==> config.mk <==
export PLATFORM = sky130hd
export DESIGN_NAME = led_strip_frame_builder_core
export DESIGN_NICKNAME = d
export VERILOG_FILES = /design/src/rtl/lfb_pkg.sv /design/src/rtl/lfb_ram.sv /design/src/rtl/led_strip_frame_builder_core.sv
export SDC_FILE = /design/constraint.sdc
export NUM_CORES = 1
export LEC_CHECK = 0
export ABC_AREA = 1
export BUFFER_PORTS_ARGS = -buffer_cell sky130_fd_sc_hd__buf_2
export CORE_ASPECT_RATIO = 0.5
export CORE_UTILIZATION = 27
export CTS_CLUSTER_SIZE = 8
export DETAILED_ROUTE_END_ITERATION = 10
export PLACE_DENSITY = 0.49
export SYNTH_ARGS = -nofsm -noshare
export SYNTH_HDL_FRONTEND = slang
export SYNTH_HIERARCHICAL = 1
export SYNTH_SLANG_ARGS = --single-unit
==> constraint.sdc <==
create_clock -name clk -period 10.3 [get_ports clk]
set_input_delay 1.03 -clock clk [delete_from_list [all_inputs] [get_ports clk]]
set_output_delay 1.03 -clock clk [all_outputs]
set_load 0.1 [all_outputs]
==> src/rtl/lfb_pkg.sv <==
// Shared types, codes and helpers for the LED strip frame builder.
// No dependencies; imported by the top level.
`timescale 1ns / 1ps

package lfb_pkg;

  // Request modes
  typedef enum logic [1:0] {
    MODE_FLOW  = 2'd0,
    MODE_LEVEL = 2'd1,
    MODE_FRAME = 2'd2,
    MODE_NOP   = 2'd3
  } mode_t;

  // Sequencer states, one-hot
  typedef enum logic [3:0] {
    ST_IDLE  = 4'b0001,
    ST_FILL  = 4'b0010,
    ST_START = 4'b0100,
    ST_EMIT  = 4'b1000
  } state_t;

  // Table levels with special meaning
  localparam logic [7:0] LVL_TWO_THIRDS = 8'd25;
  localparam logic [7:0] LVL_ONE_THIRD  = 8'd15;
  localparam logic [7:0] LVL_TAIL       = 8'd30;
  localparam logic [7:0] LVL_OFF        = 8'd0;

  // Header byte top bits, flow compare width and flow step split point
  localparam logic [2:0] HDR_TOP    = 3'b111;
  localparam int         FLOW_W     = 7;   // width for flow limit compares
  localparam logic [3:0] FLOW_SPLIT = 4'd6;

  // Divide an 8-bit value by 3: multiply by 171/512, exact for 0..255
  function automatic logic [7:0] div3(input logic [7:0] c);
    logic [15:0] prod;
    prod = 16'(c) * 16'd171;
    return {1'b0, prod[15:9]};
  endfunction

  // Scale one colour byte by a table level, using a precomputed c/3
  function automatic logic [7:0] scale_colour(input logic [7:0] lvl,
                                              input logic [7:0] c,
                                              input logic [7:0] c3);
    logic [7:0] res;
    if (lvl == LVL_TWO_THIRDS) begin
      res = {c3[6:0], 1'b0};
    end else if (lvl == LVL_ONE_THIRD) begin
      res = c3;
    end else begin
      res = c;
    end
    return res;
  endfunction

endpackage

==> src/rtl/lfb_ram.sv <==
// Generic single-write, single-read RAM with registered read data.
// No dependencies; read data holds while rd_en is low.
`timescale 1ns / 1ps

module lfb_ram #(
  parameter int WIDTH = 8,
  parameter int DEPTH = 16
) (
  input  logic                     clk,
  input  logic                     wr_en,
  input  logic [$clog2(DEPTH)-1:0] wr_addr,
  input  logic [WIDTH-1:0]         wr_data,
  input  logic                     rd_en,
  input  logic [$clog2(DEPTH)-1:0] rd_addr,
  output logic [WIDTH-1:0]         rd_data
);

  logic [WIDTH-1:0] mem [DEPTH];
  logic [WIDTH-1:0] rd_data_r;

  // Write port
  always_ff @(posedge clk) begin
    if (wr_en) begin
      mem[wr_addr] <= wr_data;
    end
  end

  // Registered read port
  always_ff @(posedge clk) begin
    if (rd_en) begin
      rd_data_r <= mem[rd_addr];
    end
  end

  assign rd_data = rd_data_r;

endmodule

==> src/rtl/led_strip_frame_builder_core.sv <==
// Top level of the LED strip frame builder: sequencer, table RAM, output register.
// Depends on lfb_pkg and lfb_ram.
`timescale 1ns / 1ps

// Usage
//   Input channel (in_*): one request per accepted valid/stall handshake.
//   in_stall is low only while the sequencer is idle; one request at a time.
//   Mode 0 writes the flow pattern for in_flow_step into the brightness table,
//   mode 1 writes in_fill_level to every entry; each fill walks the table one
//   entry per cycle and gives no result, and in_stall stays high until the
//   walk has written the last entry.
//   Mode 2 emits LED_COUNT+1 words on the result channel (out_*): a zero start
//   word, then one word per LED, out_is_last set on the final one. The start
//   word is loaded once the sequencer has moved from idle to its start state,
//   then one word per cycle while out_stall is low.
//   The rate is set by the table RAM, which is read one entry per cycle.
//   Mode 3 is dropped; the block is ready again the next cycle.
//   A stall on out_stall holds the output register and freezes the word walk;
//   a new request is taken while the last word still waits in that register.
//   Reset empties the output register, returns the sequencer to idle and
//   makes the whole table read as zero until the first fill.

module led_strip_frame_builder_core
  import lfb_pkg::*;
#(
  parameter int LED_COUNT = 16
) (
  input  logic        clk,
  input  logic        rst_n,
  input  logic        in_valid,
  output logic        in_stall,
  input  logic [1:0]  in_mode,
  input  logic [3:0]  in_flow_step,
  input  logic [7:0]  in_fill_level,
  input  logic [4:0]  in_head_brightness,
  input  logic [7:0]  in_red_level,
  input  logic [7:0]  in_green_level,
  input  logic [7:0]  in_blue_level,
  output logic        out_valid,
  input  logic        out_stall,
  output logic [31:0] out_frame_word,
  output logic        out_is_last
);

  localparam int IDX_W = $clog2(LED_COUNT);
  localparam logic [IDX_W-1:0] LAST_IDX = IDX_W'(LED_COUNT - 1);

  state_t           state_r, state_nxt;
  logic [IDX_W-1:0] idx_r, idx_nxt;
  logic             tbl_init_r, tbl_init_nxt;

  // Fill request parameters
  logic             fill_flow_r, fill_flow_nxt;
  logic             flow_lo_r, flow_lo_nxt;
  logic [FLOW_W-1:0] flow_lim_r, flow_lim_nxt;
  logic [7:0]       fill_level_r, fill_level_nxt;

  // Frame request parameters, colour and colour/3
  logic [4:0] head_r, head_nxt;
  logic [7:0] red_r, red_nxt, green_r, green_nxt, blue_r, blue_nxt;
  logic [7:0] red3_r, red3_nxt, green3_r, green3_nxt, blue3_r, blue3_nxt;

  // Output register
  logic        out_valid_r, out_valid_nxt;
  logic [31:0] out_word_r, out_word_nxt;
  logic        out_last_r, out_last_nxt;

  // Table RAM port signals
  logic             wr_en;
  logic [7:0]       wr_data;
  logic             rd_en;
  logic [IDX_W-1:0] rd_addr;
  logic [7:0]       rd_data;

  logic             in_acc;
  logic             out_free;
  logic [7:0]       lvl;
  logic [4:0]       bright;
  logic [FLOW_W-1:0] idx_ext;
  logic [FLOW_W-1:0] step_ext;

  lfb_ram #(
    .WIDTH(8),
    .DEPTH(LED_COUNT)
  ) u_table (
    .clk     (clk),
    .wr_en   (wr_en),
    .wr_addr (idx_r),
    .wr_data (wr_data),
    .rd_en   (rd_en),
    .rd_addr (rd_addr),
    .rd_data (rd_data)
  );

  assign in_stall = (state_r != ST_IDLE);
  assign in_acc   = in_valid && !in_stall;
  assign out_free = !out_valid_r || !out_stall;

  assign out_valid      = out_valid_r;
  assign out_frame_word = out_word_r;
  assign out_is_last    = out_last_r;

  // Table level for the LED being emitted; unwritten table reads zero
  assign lvl    = tbl_init_r ? rd_data : LVL_OFF;
  assign bright = (idx_r == '0) ? head_r : lvl[4:0];

  assign idx_ext  = FLOW_W'(idx_r);
  assign step_ext = FLOW_W'(in_flow_step);

  // Fill value for the current entry
  always_comb begin
    if (!fill_flow_r) begin
      wr_data = fill_level_r;
    end else if (flow_lo_r) begin
      if (flow_lim_r != '0 && idx_ext == flow_lim_r - FLOW_W'(1)) begin
        wr_data = LVL_ONE_THIRD;
      end else if (idx_ext < flow_lim_r) begin
        wr_data = LVL_TWO_THIRDS;
      end else begin
        wr_data = LVL_OFF;
      end
    end else begin
      wr_data = (idx_ext > flow_lim_r) ? LVL_TAIL : LVL_TWO_THIRDS;
    end
  end

  // Sequencer
  always_comb begin
    state_nxt      = state_r;
    idx_nxt        = idx_r;
    tbl_init_nxt   = tbl_init_r;
    fill_flow_nxt  = fill_flow_r;
    flow_lo_nxt    = flow_lo_r;
    flow_lim_nxt   = flow_lim_r;
    fill_level_nxt = fill_level_r;
    head_nxt       = head_r;
    red_nxt        = red_r;
    green_nxt      = green_r;
    blue_nxt       = blue_r;
    red3_nxt       = red3_r;
    green3_nxt     = green3_r;
    blue3_nxt      = blue3_r;
    out_valid_nxt  = out_valid_r && out_stall;
    out_word_nxt   = out_word_r;
    out_last_nxt   = out_last_r;
    wr_en          = 1'b0;
    rd_en          = 1'b0;
    rd_addr        = idx_r;

    unique case (state_r)
      ST_IDLE: begin
        if (in_acc) begin
          idx_nxt = '0;
          case (mode_t'(in_mode))
            MODE_FLOW: begin
              fill_flow_nxt = 1'b1;
              flow_lo_nxt   = (in_flow_step < FLOW_SPLIT);
              // Low steps: limit 3n; high steps: threshold 3(n-2)-1
              flow_lim_nxt  = (in_flow_step < FLOW_SPLIT) ?
                              FLOW_W'(step_ext * FLOW_W'(3)) :
                              FLOW_W'((step_ext - FLOW_W'(2)) * FLOW_W'(3) - FLOW_W'(1));
              tbl_init_nxt  = 1'b1;
              state_nxt     = ST_FILL;
            end
            MODE_LEVEL: begin
              fill_flow_nxt  = 1'b0;
              fill_level_nxt = in_fill_level;
              tbl_init_nxt   = 1'b1;
              state_nxt      = ST_FILL;
            end
            MODE_FRAME: begin
              head_nxt   = in_head_brightness;
              red_nxt    = in_red_level;
              green_nxt  = in_green_level;
              blue_nxt   = in_blue_level;
              red3_nxt   = div3(in_red_level);
              green3_nxt = div3(in_green_level);
              blue3_nxt  = div3(in_blue_level);
              // Fetch LED 0 while the start word goes out
              rd_en      = 1'b1;
              rd_addr    = '0;
              state_nxt  = ST_START;
            end
            default: begin
              state_nxt = ST_IDLE;
            end
          endcase
        end
      end
      ST_FILL: begin
        wr_en = 1'b1;
        if (idx_r == LAST_IDX) begin
          state_nxt = ST_IDLE;
        end else begin
          idx_nxt = idx_r + IDX_W'(1);
        end
      end
      ST_START: begin
        if (out_free) begin
          out_valid_nxt = 1'b1;
          out_word_nxt  = '0;
          out_last_nxt  = 1'b0;
          state_nxt     = ST_EMIT;
        end
      end
      ST_EMIT: begin
        if (out_free) begin
          out_valid_nxt = 1'b1;
          out_word_nxt  = {HDR_TOP, bright,
                           scale_colour(lvl, blue_r, blue3_r),
                           scale_colour(lvl, green_r, green3_r),
                           scale_colour(lvl, red_r, red3_r)};
          if (idx_r == LAST_IDX) begin
            out_last_nxt = 1'b1;
            state_nxt    = ST_IDLE;
          end else begin
            // Advance and fetch the next entry
            out_last_nxt = 1'b0;
            idx_nxt      = idx_r + IDX_W'(1);
            rd_en        = 1'b1;
            rd_addr      = idx_r + IDX_W'(1);
          end
        end
      end
      default: begin
        state_nxt = ST_IDLE;
      end
    endcase
  end

  // Control registers
  always_ff @(posedge clk) begin
    if (!rst_n) begin
      state_r     <= ST_IDLE;
      tbl_init_r  <= 1'b0;
      out_valid_r <= 1'b0;
    end else begin
      state_r     <= state_nxt;
      tbl_init_r  <= tbl_init_nxt;
      out_valid_r <= out_valid_nxt;
    end
  end

  // Payload registers
  always_ff @(posedge clk) begin
    idx_r        <= idx_nxt;
    fill_flow_r  <= fill_flow_nxt;
    flow_lo_r    <= flow_lo_nxt;
    flow_lim_r   <= flow_lim_nxt;
    fill_level_r <= fill_level_nxt;
    head_r       <= head_nxt;
    red_r        <= red_nxt;
    green_r      <= green_nxt;
    blue_r       <= blue_nxt;
    red3_r       <= red3_nxt;
    green3_r     <= green3_nxt;
    blue3_r      <= blue3_nxt;
    out_word_r   <= out_word_nxt;
    out_last_r   <= out_last_nxt;
  end

endmodule

Yosys cells after proc, flatten, opt, wreduce, memory -nomap -nowiden --
Memories as Yosys holds them, arrays and structs flattened. A register that Yosys moved wholly into a read port is not among the register bits. Cells that the tools add are included.
Word-level totals: output and inout port bits 35, input bits 47, latch bits 0, memory bits (read-only) 0, memory bits (writable) 128, word-level logic and storage cells 112, memories kept 1, flip-flop bits (word level) 110
Memory list:
- u_table.mem | words 16, bits a word 8, read ports 1, clocked after Yosys merged registers in 1, wr ports 1, line lfb_ram.sv:18 | logic [WIDTH-1:0] mem [DEPTH];
Operators by class: bitwise gates (word level) 0, $add $sub $neg 4, shift-type cells 0, div/mod/pow operators 0, eq/ne operators 14, order comparisons 3, $mul 5, reductions and logical operators 23, muxes and demuxes 45
Operators with widths (count):
- $mux W8 | 9
- $mux W32 | 2
- $pmux W32 S2 | 1
- $mul A8 B8 Y16 const B | 3
- $mux W4 | 9
- $reduce_and A3 Y1 | 7
- $pmux W4 S4 | 1
- $mux W5 | 3
- $sub A7 B1 Y7 const B | 2
- $mux W1 | 12
- $pmux W4 S3 | 1
- $eq A4 B4 Y1 const B | 2
- $eq A8 B4 Y1 const B | 1
- $eq A8 B5 Y1 const B | 1
- $pmux W4 S2 | 1
- $eq A4 B7 Y1 | 1
- $gt A4 B7 Y1 | 1
- $lt A4 B7 Y1 | 1
- $mul A7 B2 Y7 const B | 1
- $mux W7 | 1
- $reduce_bool A7 Y1 | 1
- $mul A4 B2 Y6 const B | 1
- $ne A2 B2 Y1 const B | 3
- $pmux W1 S2 | 3
- other kinds (20) | 26

Longest topological paths before layout --
word-level depth 6, mapped depth 16, gate-level depth less buffers 15

Modules after synthesis --
Netlist, hierarchy kept.
Modules (own cells, without submodules):
- led_strip_frame_builder_core | cells each 963, area each 8874.8 µm², sequential area each 3183.1 µm², times used 1
- lfb_ram | cells each 551, area each 5853.1 µm², sequential area each 4083.9 µm², times used 1

Worst setup path before layout --
No wires, ideal clock.
kind input -> register, start input in_red_level[1], end register red3_r[6], data pin, data arrival time 3845 ps, path slack 6203 ps, buffers on the path 0, cell stages on the path 13, data required time 10048 ps, setup time 252 ps, path through ha_1 -> fa_1 -> fa_1 -> inv_1 -> fa_1 -> inv_1 -> ha_1 -> a21oi_1 -> o21ai_1 -> a21oi_1 -> nand2_1 -> nand2_1 -> nand2_1
Between the ends: longest elaborated chain between the ends 1
Ends and longest elaborated chain:
- start: declaration | line led_strip_frame_builder_core.sv:36 | input logic [7:0] in_red_level,
- $mul A8 B8 Y16 | line lfb_pkg.sv:37 | prod = 16'(c) * 16'd171;
- end signal: assignment | line led_strip_frame_builder_core.sv:255 | red3_r <= red3_nxt;
- end: declaration | line led_strip_frame_builder_core.sv:61 | logic [7:0] red3_r, red3_nxt, green3_r, green3_nxt, blue3_r, blue3_nxt;
No other way between the ends. A chain may end at the register's enable or synchronous reset.

Worst setup path after layout --
start register state_r[1], end register u_table.rd_data_r[3] (netlist: u_table/rd_data[3]) (read register of u_table.mem), data pin
Between the ends: longest elaborated chain between the ends 5, elaborated cells on any way between the ends 9, classes of those cells eq/ne: 3; mux: 4; reduce/logical: 2
Ends and longest elaborated chain:
- start: declaration | line led_strip_frame_builder_core.sv:48 | state_t state_r, state_nxt;
- start signal: assignment | line led_strip_frame_builder_core.sv:238 | state_r <= state_nxt;
- $ne A4 B1 Y1 | line led_strip_frame_builder_core.sv:95 | assign in_stall = (state_r != ST_IDLE);
- $logic_not A1 Y1 | line led_strip_frame_builder_core.sv:96 | assign in_acc = in_valid && !in_stall;
- $logic_and A1 B1 Y1 | line led_strip_frame_builder_core.sv:96
- $mux W4 | line led_strip_frame_builder_core.sv:152 | if (in_acc) begin
- $pmux W4 S2 (*) | line led_strip_frame_builder_core.sv:150 | unique case (state_r)
- net rd_addr[0] | line led_strip_frame_builder_core.sv:72 | logic [IDX_W-1:0] rd_addr;
- end: declaration | line lfb_ram.sv:19 | logic [WIDTH-1:0] rd_data_r;
Mark *: on every way through the listed nets, which the timed path passes. The rest lies on a longest branch.

==> flow_summary.ini <==
[outcome]
outcome = finished clean

[final_layout]
drive_gt1_share_pct = 10.03
areaGrowthSynthToFinish_pct = 14.52
fin_util_pct = 31.33
diodes = 0
fill_cells = 5556
final_nets = 1836

[yosys]
ys_seq_elements = 244
synthFlopType = edfxtp_1
synth_area_per_cell_sq_um = 9.728
synthCells = 1514
synth_edf_count = 238
syn_area_sq_mm = 0.01473
syn-num-nets = 1746
synth_warnings = 6
synthTopCellsByArea = edfxtp_1, ha_1, nand2_1, inv_1, nand3_1
yosys.area.top_type = edfxtp_1
synth.distinct_cells = 43
synth_top_area_share_pct = 48.53
ys_async_sr_fraction_pct = 0
ys_seq_area_share_pct = 49.34

[sta]
slew_viol_final = 0
worstMarginPinSlew_ns = 1.167
setup_slack_ns = 6.378
fin_crit_ns = 3.922
finalSetupTns_ns = 0
hold_viol_final = 0
finalClockSkew_ns = 0.01700
rsz0062_at_grt = false
max_slew_margin_pct = 21.88
setup_viol_count_final = 0
fmax_mhz = 255.0
period_share_pct = 38.08

[critical_path]
cp_slowest_cell = buf_4
crit_chain = nor2_1 -> nand3_2 -> inv_2 -> o211ai_1 -> o21ai_4 -> buf_4 -> inv_2 -> buf_4 -> nand2_1 -> nand2_1 -> nand2_1 -> nand3_1 -> nand3_1 -> nand2_1
max_stage_delay_ns = 0.60
cp_max_fo = 65
worstRegToRegCells = 14
start_kind = flop
crit_type = reg2reg
crit_path_end_kind = flop
critPathMostFrequentCell = nand2_1
cp.required_ns = 10.54
cp.arrival_ns = 4.16

[routing]
highest_layer = met4
ant_nets = 0
routedWlPerCell_um = 14.59
dr_wl_met2_um = 17570
met1_length_um = 14810
wl_met3_um = 942
dr.pass1.iters = 5
vias = 10130
wl_um = 33970
drc = 0
via_per_inst = 4.351
drt_iter0_drc = 438

[clock_network]
clock_sinks = 244
clk_pin_slew_ns = 0.05
cts_buffers = 36
cts_tree = done
cts-htree-levels = 2
post_cts_buffers = 0
cts.root.buffer_cell = clkbuf_16
clk_path_buf_depth = 3
worst_skew_pair.late_latency_ns = 0.53
cts_hold_buf = 0
cts_resized = 0

[global_routing]
grt_max_degree = 66
grt_pass1_wl_um = 54090
grt_use_total_pct = 12.33
globalRouteOverflowTotal = 0
antenna_found_initial = 1
grt_pass1_vias = 10040

[floorplan]
num_rows = 60
core_area_sq_mm = 0.05383
initial_core_util_pct = 27.36
die_y_um = 167.2
die_w_um = 332.3
top_level_ports = 82
die-area_sq_mm = 0.05554

[power_and_ir_drop]
leakage_nw = 7.660
comb_power_share_pct = 27.8
p_per_area_mw_per_mm2 = 185.5
p_switching_mw = 1.026
p_int_mw = 2.103
swShare_pct = 32.79
power_frac_seq_pct = 37.7
ir_drop_mv = 0.09097
p_clk_share_pct = 34.6

[placement]
port-buffer-count = 81
dpl_worst_slack_ns = 5.859
detailed_place_hpwl_um = 23800
routabilityCongestion = 0.8452

[min_path]
whs_path_depth = 2
hp-class = reg2reg

[run]
maxCapViolCount = 0
## state kept, by name, indices dropped and copies added, names as in the netlist, 4 cells and up
name / count
head_r: 5
fill_level_r: 8
u_table/mem: 128
u_table/rd_data: 8
out_frame_word: 30
green3_r: 7
state_r: 4
red3_r: 7
idx_r: 4
green_r: 8
red_r: 8
flow_lim_r: 7
blue3_r: 7
blue_r: 8
## final timing paths
kind | startpoint | endpoint | slack, ns
setup / recovery | state_r[1] | u_table/rd_data[3] | 6.38
hold / removal | state_r[1] | state_r[1] | 0.52
setup reg to reg | state_r[1] | u_table/rd_data[3] | 6.38
hold reg to reg | state_r[1] | state_r[1] | 0.52
## critical path, delay by kind of cell, from the launching register on
kind                   cells  cell delay [ns]
and+or+nand+nor            8             1.00
AOI/OAI and AO/OA          2             0.38
buffers and inverters      4             1.85
DFF                        1             0.34
## layout make-up
cell class              count  area, sq um  area share, %
clock buffers              45        934.6          5.542
multi-input cells         965         6217          36.86
repair buffers             91        480.5          2.849
flip-flops and latches    244         7267          43.09
well taps                 713        892.1          5.289
inverters                 266        999.7          5.927
clock inverters             4        75.07         0.4451
## cell usage after synthesis, types with 5 or more instances
library cell and count:
a211oi_1 5, a21o_1 5, a21oi_1 47, buf_2 15, buf_4 9, buf_6 10, clkbuf_1 5, dfxtp_1 6
edfxtp_1 238, fa_1 37, ha_1 148, inv_1 250, inv_2 14, nand2_1 340, nand3_1 172, nand4_1 9
nor2_1 89, o211ai_1 5, o21ai_0 12, o21ai_1 46, xor2_1 18
## per-stage QoR
step / hold slack, ns / cells / power, mW / instance area (sq um)
after floorplan: 0.4816 / 1514 / 1.861 / 14730
after global placement: 0.5141 / 2279 / 2.076 / 15860
after detailed placement: 0.5167 / 2279 / 2.078 / 15860
after CTS: 0.5244 / 2328 / 3.178 / 16870
after global routing: 0.5416 / 2328 / 3.336 / 16870
final: 0.5206 / 2328 / 3.129 / 16870
## cells in the final DEF, fill, tap and decap left out, types with 2 or more instances in the layout
cell         n
a211oi_1     5
a21o_1       5
a21oi_1     45
a21oi_2      2
buf_2       81
buf_4       10
clkbuf_1     9
clkbuf_16   36
dfxtp_1      6
edfxtp_1   238
fa_1        37
ha_1       148
inv_1      249
inv_2       15
nand2_1    340
nand2_2      3
nand3_1    172
nand3b_1     2
nand4_1      9
nor2_1      89
nor3_1       2
o211ai_1     5
o21ai_0     10
o21ai_1     46
o21ai_2      3
o22ai_1      3
or2_1        3
xnor2_1      4
xor2_1      18
## power by group through the flow
stage	clock, mW	combinational, mW	sequential, mW
floorplan	0	0.635	1.23
global placement	0	0.879	1.20
detailed placement	0	0.880	1.20
CTS	1.11	0.888	1.18
global route	1.15	1.01	1.18
finish	1.08	0.869	1.18
## per-layer routing
layer | vias up | GRT usage (%)
met5 | - | 0
met4 | 0 | 3.341
met3 | 52 | 1.679
met2 | 113 | 22.79
met1 | 4772 | 14.99
li1 | 5192 | -
## kinds of logic (layout without fill, tap and decap cells)
group,count (synthesis),in the layout,share of synthesized area [%]
XOR/XNOR,22,22,1.308
AO/OA/AOI/OAI,131,131,4.919
buffers and inverters,305,406,8.648
AND/OR/NAND/NOR,627,627,18.18
adder cells (fa/ha/maj),185,185,17.60
flip-flops,244,244,49.34
Power figures use the tool's default switching activity.
